===== config.mk =====
export PLATFORM = sky130hd
export DESIGN_NAME = pac_ctrl
export DESIGN_NICKNAME = d
export VERILOG_FILES = /design/src/rtl/pac_pkg.sv /design/src/rtl/pac_ctrl.sv
export SDC_FILE = /design/constraint.sdc
export NUM_CORES = 1
export LEC_CHECK = 0
export BUFFER_PORTS_ARGS = -buffer_cell sky130_fd_sc_hd__buf_2
export CORE_AREA = 8 8 45 47
export CTS_BUF_LIST = sky130_fd_sc_hd__clkbuf_8
export DETAILED_ROUTE_END_ITERATION = 12
export DIE_AREA = 0 0 53 55
export PLACE_DENSITY = 0.47
export SETUP_SLACK_MARGIN = 0.3
export SLEW_MARGIN = 20
export SYNTH_ARGS = -nofsm -noshare
export SYNTH_HDL_FRONTEND = slang
export SYNTH_SLANG_ARGS = --single-unit

===== constraint.sdc =====
create_clock -name clk -period 2.4 [get_ports clk]
set_clock_uncertainty 0.1 [all_clocks]
set_input_delay 0.24 -clock clk [delete_from_list [all_inputs] [get_ports clk]]
set_output_delay 0.24 -clock clk [all_outputs]
set_load 0.02 [all_outputs]

===== src/rtl/pac_pkg.sv =====
// Shared types and constants for the PID controller with filtered derivative
// and anti-windup. No dependencies; every other file of the block depends on it.
package pac_pkg;

  localparam int unsigned DATA_W       = 32;
  localparam int unsigned CFG_IDX_W    = 3;
  localparam int unsigned LIMIT_W      = 31;
  localparam int unsigned COEF_W       = 17;
  localparam int unsigned FRAC_W       = 16;
  localparam int unsigned Q_FULL_SHIFT = 30;
  localparam int unsigned MUL_A_W      = 34;
  localparam int unsigned MUL_B_W      = 32;
  localparam int unsigned PROD_W       = 65;

  localparam logic [COEF_W-1:0] COEF_ONE      = 17'h10000;
  localparam logic [DATA_W-1:0] KP_GAIN_RESET = 32'h0001_0000;

  typedef enum logic [CFG_IDX_W-1:0] {
    REG_KP_GAIN       = 3'd0,
    REG_D_GAIN        = 3'd1,
    REG_D_FILTER_COEF = 3'd2,
    REG_I_GAIN        = 3'd3,
    REG_OUTPUT_LIMIT  = 3'd4,
    REG_LOOP_ENABLE   = 3'd5,
    REG_OPEN_LOOP     = 3'd6
  } cfg_reg_t;

  // Datapath commands, one per sequencer step.
  typedef enum logic [3:0] {
    OP_NONE,
    OP_LOAD,
    OP_MUL_P,
    OP_CLAMP_P,
    OP_DIFF,
    OP_MUL_F,
    OP_FILT,
    OP_MUL_D,
    OP_PD,
    OP_SUM,
    OP_MUL_I,
    OP_ACC
  } dp_op_t;

  typedef enum logic [3:0] {
    ST_IDLE,
    ST_MUL_P,
    ST_CLAMP_P,
    ST_DIFF,
    ST_MUL_F,
    ST_FILT,
    ST_MUL_D,
    ST_PD,
    ST_SUM,
    ST_MUL_I,
    ST_ACC
  } state_t;

endpackage


===== src/rtl/pac_ctrl.sv =====
// Sequencer of the PID controller: steps the datapath through one item and
// owns the input and output handshakes. Depends on pac_pkg.
module pac_ctrl (
  input  logic            clk,
  input  logic            rst,
  input  logic            in_valid,
  output logic            in_ready,
  output logic            out_valid,
  input  logic            out_ready,
  output pac_pkg::dp_op_t op
);
  import pac_pkg::*;

  state_t state, state_next;
  logic   out_free;

  // The result register may be refilled once its item is taken.
  assign out_free = !out_valid || out_ready;
  assign in_ready = (state == ST_IDLE);

  always_ff @(posedge clk) begin
    if (rst) begin
      state     <= ST_IDLE;
      out_valid <= 1'b0;
    end else begin
      state <= state_next;
      if (op == OP_ACC) begin
        out_valid <= 1'b1;
      end else if (out_ready) begin
        out_valid <= 1'b0;
      end
    end
  end

  always_comb begin
    state_next = state;
    op         = OP_NONE;
    unique case (state)
      ST_IDLE: begin
        if (in_valid) begin
          op         = OP_LOAD;
          state_next = ST_MUL_P;
        end
      end
      ST_MUL_P: begin
        op         = OP_MUL_P;
        state_next = ST_CLAMP_P;
      end
      ST_CLAMP_P: begin
        op         = OP_CLAMP_P;
        state_next = ST_DIFF;
      end
      ST_DIFF: begin
        op         = OP_DIFF;
        state_next = ST_MUL_F;
      end
      ST_MUL_F: begin
        op         = OP_MUL_F;
        state_next = ST_FILT;
      end
      ST_FILT: begin
        op         = OP_FILT;
        state_next = ST_MUL_D;
      end
      ST_MUL_D: begin
        op         = OP_MUL_D;
        state_next = ST_PD;
      end
      ST_PD: begin
        op         = OP_PD;
        state_next = ST_SUM;
      end
      ST_SUM: begin
        op         = OP_SUM;
        state_next = ST_MUL_I;
      end
      ST_MUL_I: begin
        op         = OP_MUL_I;
        state_next = ST_ACC;
      end
      ST_ACC: begin
        if (out_free) begin
          op         = OP_ACC;
          state_next = ST_IDLE;
        end
      end
      default: begin
        state_next = ST_IDLE;
      end
    endcase
  end

endmodule


Yosys cells after proc, flatten, opt, wreduce, memory -nomap -nowiden
Index checks and enable logic that the tools add are counted.

word-level totals
  logic and storage cells = 28
  register bits = 5
  output and inout bits = 6
  bits of input ports = 4

operators by class
  multiplexer cells = 8
  equal/unequal tests = 13
  reduce and logical (&&, ||, !) cells = 5

operators by type and width
  cell                                            number
  case mux 4 bit (11 select lines)                2
  == test 4 x 3 -> 1 bit (second input constant)  4
  == test 4 bit (second input constant)           4
  2-to-1 mux 4 bit                                3
  == test 4 x 2 -> 1 bit (second input constant)  2
  == test 4 x 1 -> 1 bit (second input constant)  1
  logical NOT 4 bit                               1
  != test 2 bit (second input constant)           2
  2-to-1 mux 1 bit                                3
  AND reduction 2 bit                             1
  nonzero test 2 bit                              1
  logical NOT 1 bit                               1
  logical OR 1 bit                                1

Longest topological paths before layout
Gate-level depths: netlist of run 1.

  depth in word-level cells = 6
  mapped depth = 4
  gate-level depth less buffers = 3

Worst setup path after synthesis of run 1
OpenSTA, ideal clock, no wires.

  path type = reg2out
  from = reg out_valid
  to = out op[0]
  setup slack = 0.721 ns
  data required time = 2.060 ns
  buffers on the path = 0
  data arrival time = 1.339 ns
  cell stages (with the launch flop) = 4
  cells stage by stage = dfxtp_1 -> nor2b_1 -> a21o_1 -> a221oi_1

between the ends
  cells in the longest elaborated chain, start to end = 4

RTL lines
  element                           line            text
  start: declaration                pac_ctrl.sv:8   output logic out_valid,
  start signal: assignment          pac_ctrl.sv:24  out_valid <= 1'b0;
  start signal: assignment          pac_ctrl.sv:28  out_valid <= 1'b1;
  start signal: assignment          pac_ctrl.sv:30  out_valid <= 1'b0;
  logical NOT 1 bit                 pac_ctrl.sv:18  assign out_free = !out_valid || out_ready;
  logical OR 1 bit                  pac_ctrl.sv:18
  2-to-1 mux 4 bit                  pac_ctrl.sv:82  if (out_free) begin
  case mux 4 bit (11 select lines)  pac_ctrl.sv:38  unique case (state)
  end: declaration                  pac_ctrl.sv:10  output pac_pkg::dp_op_t op

No other way between the ends.

Worst setup path after layout of run 1
  from = reg state[0]
  to = out op[1]

between the ends
  cells in the longest elaborated chain, start to end = 2
  elaborated cells between the ends (all ways) = 12
  those cells by class = eq/ne: 10; mux: 1; reduce/logical: 1

RTL lines
  element                                      line            text
  start: declaration                           pac_ctrl.sv:14  state_t state, state_next;
  start signal: assignment                     pac_ctrl.sv:26  state <= state_next;
  == test 4 bit, or another cell as far along  pac_ctrl.sv:38
  case mux 4 bit (11 select lines) (*)         pac_ctrl.sv:38

Every way passes the cells marked *; elsewhere a longest branch is shown, timed or not.

==> results.md, run 1 <==
- Outcome: complete, no violations
- Critical path startpoint category: flip-flop
- Largest net degree at the start of global routing: 13
- I/O Pins: 10
- Switching share of total power: 0.296
- Max_slew headroom: 0.745
- Tot GR Track Use: 0.0590
- VDD IR-drop max: 0.175 mV
- Sequential power share: 0.328
- Commonest non-fill, non-tap cells in the layout: buf_2, dfxtp_1, nor2_1, a21oi_1, clkbuf_8
- Synth area leaders: dfxtp_1, buf_2, a21oi_1
- Final hold vios: 0
- Post-synth top area share: 0.319
- Die area: 2920 um^2
- Setup bufs post-CTS: 0
- DRC viols: 0
- Required time of the critical path: 2060 ps
- Post-CTS Resized: 0
- Clock Tree Buf Depth: 2
- Clk root buf: clkbuf_8
- Worst path buffer plus inverter count: 1
- Crit Path Category: reg -> out
- First-pass GRT wire length: 1210 um
- Final WS setup: 590 ps
- Unrepaired setup endpoints after global routing: no
- Worst Path Arrival: 1470 ps
- Worst Tran Pin Value: 382 ps
- TritonCTS Buffers: 3
- Placeable Area: 1380 um^2
- Buffers on Ports: 9
- Max Cap Viol: 0
- Die H: 55 um
- Slowest cell delay on critical path: 530 ps
- Max-slew violation count: 0
- Setup violators final: 0
- Internal Power: 228 uW
- Final hold slack: 106 ps
- Cell Area, Placed: 359 um^2
- DRT antenna net count: 0
- Post-synthesis register bit count: 5
- Initial Utilization: 0.227
- CP max-delay cell: dfxtp_1
- Post-CTS Hold Buffers: 0
- Commonest non-fill, non-tap cell in the layout: buf_2
- Mapped Area: 314 um^2
- Share of the yosys chip area belonging to registers: 0.319
- Setup WS pre-CTS: 834 ps
- Nets: 52
- Later-pin clock latency in the skew report: 220 ps
- FP Rows: 14
- Initial antenna violation count: 0
- Net Sw Power: 96.1 uW
- Post-Syn Nets: 42
- Setup TNS: 0 ps
- Detailed placement HPWL: 528 um
- Die Width: 53 um
- GRT Residual Overflow: 0
- Final Cell Area: 404 um^2
- Hold crit path type: in -> reg
- CTS H-tree depth: 1
- Clk pwr share: 0.473
- Final Total Pwr: 324 uW
- Starting DRT DRC Count: 4
- CP Cell Sequence: or3b_1 > or2b_1 > a21oi_1 > buf_2
- Worst-path clk slew: 40 ps
- Cell taking the most area after synthesis: dfxtp_1
- CP Max Fanout: 12
- WL/cell: 11.6 um
- Warnings from Yosys: 0
- Syn avg cell area: 8.26 um^2
- Cells after synthesis: 38
- Tmin final: 1810 ps
- CP Capture Type: output pin
- Fmax: 0.553 GHz
- CTS tree: yes
- Vias: 304
- Routability Congestion: 0.643
- Period utilisation layout: 0.754
- Logic pwr share: 0.199
- First-pass DRT Iterations: 4
- Worst path top cell family by delay: flip-flops
- PD cells: 803 nW/um^2
- Share of layout cells above drive strength 1: 0.277
- Ant. Diodes: 0
- Leakage power: 0.000177 uW
- Yosys cell types: 24
- Vias in the first global route: 294
- Final WL: 730 um
- Clock sink count: 5
- Vias/cell: 4.83
- Fillers: 152
- Area Growth Syn to Fin: 28.7%
==> Yosys cell counts <==
library cell  n
a21o_1        2
o21a_1        1
a221oi_1      1
nor2b_1       1
a21oi_1       3
nand2b_1      1
nor4bb_1      1
a211oi_1      1
nor4_1        1
buf_2         4
or2b_1        1
nand4b_1      1
o21bai_1      1
o21ai_0       2
and2_1        1
nand3b_1      1
xnor2_1       1
a21boi_1      1
nor3_1        1
or3b_1        1
nor2_1        4
and3b_1       1
a21bo_2       1
dfxtp_1       5
==> layer usage <==
layer / global-route usage / routed length, um / vias up
li1: - / - / 155
met1: 0.0594 / 300 / 132
met2: 0.0820 / 308 / 12
met3: 0.0241 / 73 / 5
met4: 0.0776 / 48 / 0
met5: 0 / 0 / -
==> layout make-up <==
| class | count | area, um^2 | area share |
|---|---|---|---|
| Clock buffer | 3 | 41.3 | 0.102 |
| Clock inverter | 1 | 3.75 | 0.00929 |
| Multi-Input combinational cell | 29 | 194 | 0.480 |
| Sequential cell | 5 | 100 | 0.248 |
| Tap cell | 16 | 20.0 | 0.0495 |
| Timing Repair Buffer | 9 | 45.0 | 0.111 |
==> metrics by stage <==
| stage | std cells | util |
|---|---|---|
| detailed placement | 59 | 0.259 |
| CTS | 63 | 0.292 |
| finish | 63 | 0.292 |
| floorplan | 38 | - |
| global placement | 59 | 0.259 |
| global route | 63 | 0.292 |
==> power by group through the flow <==
stage	clock (uW)	sequential, uW	combinational (uW)
2_1_floorplan	0	93.4	61.0
3_3_place_gp	0	108	65.9
3_5_place_dp	0	107	65.6
4_1_cts	157	106	65.9
5_1_grt	163	109	70.9
6_report	153	107	64.6
==> path summary, 6_finish.rpt <==
check	startpoint	endpoint	slack (ps)	depth (start not counted)
hold reg to reg	state[3]	state[1]	560	1
setup reg to reg	state[0]	state[3]	1090	3
hold / removal	rst	state[1]	110	2
setup / recovery	state[0]	op[1]	590	4
==> state kept, by name, summed over array words and instances, names as in the netlist <==
name	cells
state	4
out_valid	1
==> cell families (layout without fill, tap and decap cells) <==
logic type	count (synthesis)	in the layout	share of synthesized area
AO/OA/AOI/OAI	13	13	0.283
XOR/XNOR	1	1	0.0279
buffers and inverters	4	13	0.0637
flip-flops	5	5	0.319
AND/OR/NAND/NOR	15	15	0.307
No activity file was read; power rests on OpenSTA's default activity.
==> run 2: changes to the inputs <==
clock period = 1.8 ns   (was 2.4 ns; I/O delays follow)
==> results.md, run 2 (synthesized netlist as in run 1, its figures left out) <==
- Outcome: complete, no violations
- Critical path startpoint category: flip-flop
- Clk root buf: clkbuf_8
- Fmax: 0.639 GHz
- Setup WS pre-CTS: 418 ps (-416 ps)
- Biggest registers after layout: state (4), out_valid (1)
- Leakage power: 0.000199 uW (+12%)
- PD cells: 963 nW/um^2 (+20%)
- Detailed placement HPWL: 584 um (+11%)
- Area Growth Syn to Fin: 48.2%
- Worst Tran Pin Value: 251 ps (-131 ps)
- Area taken by multi-input logic gates: 211 um^2 (+9.0%)
- VDD IR-drop max: 0.344 mV (+96%)
- Initial Utilization: 0.227 (unchanged)
- Buffers on Ports: 9 (unchanged)
- Max_slew headroom: 0.830 (+0.0853)
- Unrepaired setup endpoints after global routing: yes
- DRC viols: 0 (unchanged)
- Crit Path Category: reg -> out
- Max reg flops: 4 (unchanged)
- Period utilisation layout: 0.869
- Initial antenna violation count: 0 (unchanged)
- First-pass GRT wire length: 1210 um (-0.58%)
- Max-slew violation count: 0 (unchanged)
- Share of layout cells above drive strength 1: 0.460 (+0.183)
- First-pass DRT Iterations: 4 (unchanged)
- Die Width: 53 um (unchanged)
- Nets: 55 (+5.8%)
- CTS tree: yes
- CP Capture Type: output pin
- Commonest non-fill, non-tap cells in the layout: buf_4, buf_2, nor2_1, clkbuf_8, dfxtp_2
- Clock Tree Buf Depth: 2 (unchanged)
- Post-CTS Hold Buffers: 0 (unchanged)
- Placeable Area: 1380 um^2 (unchanged)
- Setup TNS: 0 ps (unchanged)
- Tmin final: 1560 ps
- CTS H-tree depth: 1 (unchanged)
- Reg with most FFs: state
- Area occupied by registers: 108 um^2 (+7.5%)
- Commonest non-fill, non-tap cell in the layout: buf_4
- I/O Pins: 10 (unchanged)
- Ant. Diodes: 0 (unchanged)
- WL/cell: 12.5 um (+8.0%)
- FP Rows: 14 (unchanged)
- TritonCTS Buffers: 3 (unchanged)
- Final WS setup: 236 ps (-354 ps)
- Worst Path Arrival: 1280 ps (-190 ps)
- Die H: 55 um (unchanged)
- Vias in the first global route: 265 (-9.9%)
- Later-pin clock latency in the skew report: 220 ps (about the same)
- Vias/cell: 4.65 (-3.6%)
- Hold crit path type: in -> reg
- GRT Residual Overflow: 0 (unchanged)
- Tot GR Track Use: 0.0590 (unchanged)
- CP Max Fanout: 3 (-9)
- Largest net degree at the start of global routing: 13 (unchanged)
- Starting DRT DRC Count: 3 (-1)
- Die area: 2920 um^2 (unchanged)
- Vias: 307 (+0.99%)
- Final WL: 826 um (+13%)
- Max Cap Viol: 0 (unchanged)
- Required time of the critical path: 1520 ps (-540 ps)
- Worst-path clk slew: 40 ps (about the same)
- Setup violators final: 0 (unchanged)
- Clock sink count: 5 (unchanged)
- Final hold slack: 55.5 ps (-50.9 ps)
- DRT antenna net count: 0 (unchanged)
- Final hold vios: 0 (unchanged)
- Routability Congestion: 0.771 (+20%)
- Fillers: 158 (+3.9%)
run 2: repair_timing:
item,4_1_cts,5_1_grt
hold endpoints to repair,0,0
endpoints found under the setup margin,4,5
gates resized for setup,8,6
pin swaps,4,0
setup buffers,2,0
run 2: final cells by class:
type | count | area share
tap | 16 | 0.0430
sequential | 5 | 0.231
clock buffer | 3 | 0.0887
multi-input combinational | 29 | 0.454
clock inverter | 1 | 0.00806
timing repair buffer | 12 | 0.175
run 2: path summary, 6_finish.rpt:
kind,from,end,slack (ps),depth (start not counted)
worst max-delay path,out_valid,op[1],240,4
worst min-delay path,rst,out_valid,60,2
worst max register to register,out_valid,state[3],510,4
worst min register to register,state[3],state[1],470,1
run 2: stage by stage:
stage	total power [uW]	utilization	instance area (um^2)	instances
after CTS	450	0.325	450	66
final	448	0.336	465	66
after floorplan	209	-	320	38
after global placement	241	0.269	373	60
after global routing	477	0.336	465	66
after detailed placement	241	0.269	373	60
run 2: power by group:
part | internal, uW | switching, uW | leakage [uW] | total (uW)
combinational | 52.8 | 61.7 | 0.000129 | 115
clock | 146 | 52.0 | 0.0000269 | 198
sequential | 119 | 16.4 | 0.0000430 | 136
total | 318 | 130 | 0.000199 | 448
run 2: per-layer routing:
| layer | vias up | GRT usage | routed length, um |
|---|---|---|---|
| met4 | 0 | 0.0647 | 0 |
| met1 | 142 | 0.0670 | 387 |
| met2 | 5 | 0.0820 | 389 |
| li1 | 160 | - | - |
| met3 | 0 | 0.0187 | 49 |
| met5 | - | 0 | 0 |
run 2: critical path: stages (launching register included):
cell	delay, ps
dfxtp_2	330
or3b_1	370
or2b_1	160
a21oi_1	50
buf_4	160
==> run 3: changes to the inputs <==
PLACE_DENSITY = unset   (was 0.47)
PLACE_DENSITY_LB_ADDON = 0.15   (was unset)
==> results.md, run 3 (synthesized netlist as in run 1, its figures left out) <==
- First-pass DRT Iterations: 3 (-1)
- Period utilisation layout: 0.878 (+0.00937)
- Tmin final: 1580 ps (+16.9 ps)
- Non-Filler Instances: 65 (-1.5%)
- Vias/cell: 4.66 (+0.22%)
- Max Cap Viol: 0 (unchanged)
- Area Growth Syn to Fin: 46.6%
- Tot GR Track Use: 0.0694 (+0.0104)
- GRT Residual Overflow: 0 (unchanged)
- Reg with most FFs: state
- CP Cell Sequence: or3b_4 > or2b_1 > a21oi_1 > buf_4
- Crit Path Category: reg -> out
- Buffers on Ports: 9 (unchanged)
- Clk root buf: clkbuf_8
- Commonest non-fill, non-tap cells in the layout: buf_2, buf_4, nor2_1, clkbuf_8, dfxtp_2
- Max reg flops: 4 (unchanged)
- Die Width: 53 um (unchanged)
- Max_slew headroom: 0.857 (+0.0261)
- Top sig layer: met4
- Ant. Diodes: 0 (unchanged)
- Metal3 WL: 82 um (+67%)
- Critical path startpoint category: flip-flop
- Vias: 303 (-1.3%)
- I/O Pins: 10 (unchanged)
- CP max-delay cell: or3b_4
- Leakage power: 0.000196 uW (-1.4%)
- Biggest registers after layout: state (4), out_valid (1)
- Clock sink count: 5 (unchanged)
- CP Max Fanout: 3 (unchanged)
- Setup TNS: 0 ps (unchanged)
- Vias in the first global route: 295 (+11%)
- Routability Congestion: 0.747 (-3.1%)
- PD cells: 996 nW/um^2 (+3.4%)
- Final Total Pwr: 459 uW (+2.3%)
- DRC viols: 0 (unchanged)
- Wire length on met2: 354 um (-9.0%)
- TritonCTS Buffers: 3 (unchanged)
- Final WL: 819 um (-0.85%)
- Share of layout cells above drive strength 1: 0.469 (+0.00939)
- CTS tree: yes
- Later-pin clock latency in the skew report: 230 ps (about the same)
- Largest net degree at the start of global routing: 13 (unchanged)
- Starting DRT DRC Count: 6 (+3)
- Setup violators final: 0 (unchanged)
- Met1 Wirelength: 370 um (-4.4%)
- Worst path buffer plus inverter count: 1 (unchanged)
- Fmax: 0.633 GHz (-1.1%)
- Outcome: complete, no violations
- Worst Tran Pin Value: 212 ps (-38.6 ps)
- Max-slew violation count: 0 (unchanged)
- Required time of the critical path: 1520 ps (about the same)
- Placeable Area: 1380 um^2 (unchanged)
- Nets: 54 (-1.8%)
- Clock Tree Buf Depth: 2 (unchanged)
- Initial antenna violation count: 0 (unchanged)
- First-pass GRT wire length: 1430 um (+18%)
- CP Capture Type: output pin
- VDD IR-drop max: 0.569 mV (+65%)
- Placed cells: 60 (unchanged)
- Hold crit path type: in -> reg
- Worst Path Arrival: 1300 ps (+20 ps)
- Slowest cell delay on critical path: 370 ps (about the same)
- Final hold vios: 0 (unchanged)
- WL/cell: 12.6 um (+0.68%)
- Initial Utilization: 0.227 (unchanged)
- FP Rows: 14 (unchanged)
- DRT antenna net count: 0 (unchanged)
- Worst-path clk slew: 40 ps (about the same)
- Worst path top cell family by delay: simple AND/OR/NAND/NOR gates
- Unrepaired setup endpoints after global routing: yes
- Die area: 2920 um^2 (unchanged)
- Die H: 55 um (unchanged)
- CTS H-tree depth: 1 (unchanged)
- Detailed placement HPWL: 551 um (-5.7%)
[run 3: changes by cell type in the layout (fill, tap and decap cells not counted)]
cell    before  now
or3b_4       0    1
or3b_1       1    0
buf_4        6    5
[run 3: worst paths after layout]
check                                from         to  slack (ps)  cells after the start
worst max register to register  out_valid   state[3]         510                      4
worst min register to register   state[3]   state[1]         470                      1
worst min-delay path                  rst  out_valid          40                      2
worst max-delay path            out_valid      op[1]         220                      4
[run 3: stage by stage]
stage	util	area, um^2	worst slack, ps	hold slack [ps]
floorplan	-	320	341	152
global placement	0.269	373	433	283
detailed placement	0.269	373	428	282
CTS	0.322	445	226	39.8
global route	0.333	460	164	36.4
finish	0.333	460	219	40.5
[run 3: metal layers]
| metal | global-route usage | up-vias |
|---|---|---|
| met2 | 0.0879 | 8 |
| met3 | 0.0668 | 2 |
| met5 | 0 | - |
| met4 | 0.0259 | 0 |
| li1 | - | 158 |
| met1 | 0.0776 | 135 |
[run 3: cell type report]
cell class                 instances  area (um^2)
clock inverter                     1         3.75
tap                               16         20.0
fill                             151          923
timing repair buffer              11         73.8
clock buffer                       3         41.3
sequential                         5          108
multi-input combinational         29          214
[run 3: report_power, final]
part / internal (uW) / switching (uW)
sequential: 119 / 16.2
clock: 147 / 63.0
combinational: 53.3 / 59.8
total: 320 / 139
[run 3: repair_timing]
item	in CTS	in global routing
pin swaps	4	0
resized for setup	10	5
setup endpoints to repair	4	5
hold buffers	0	0
setup buffers	1	0
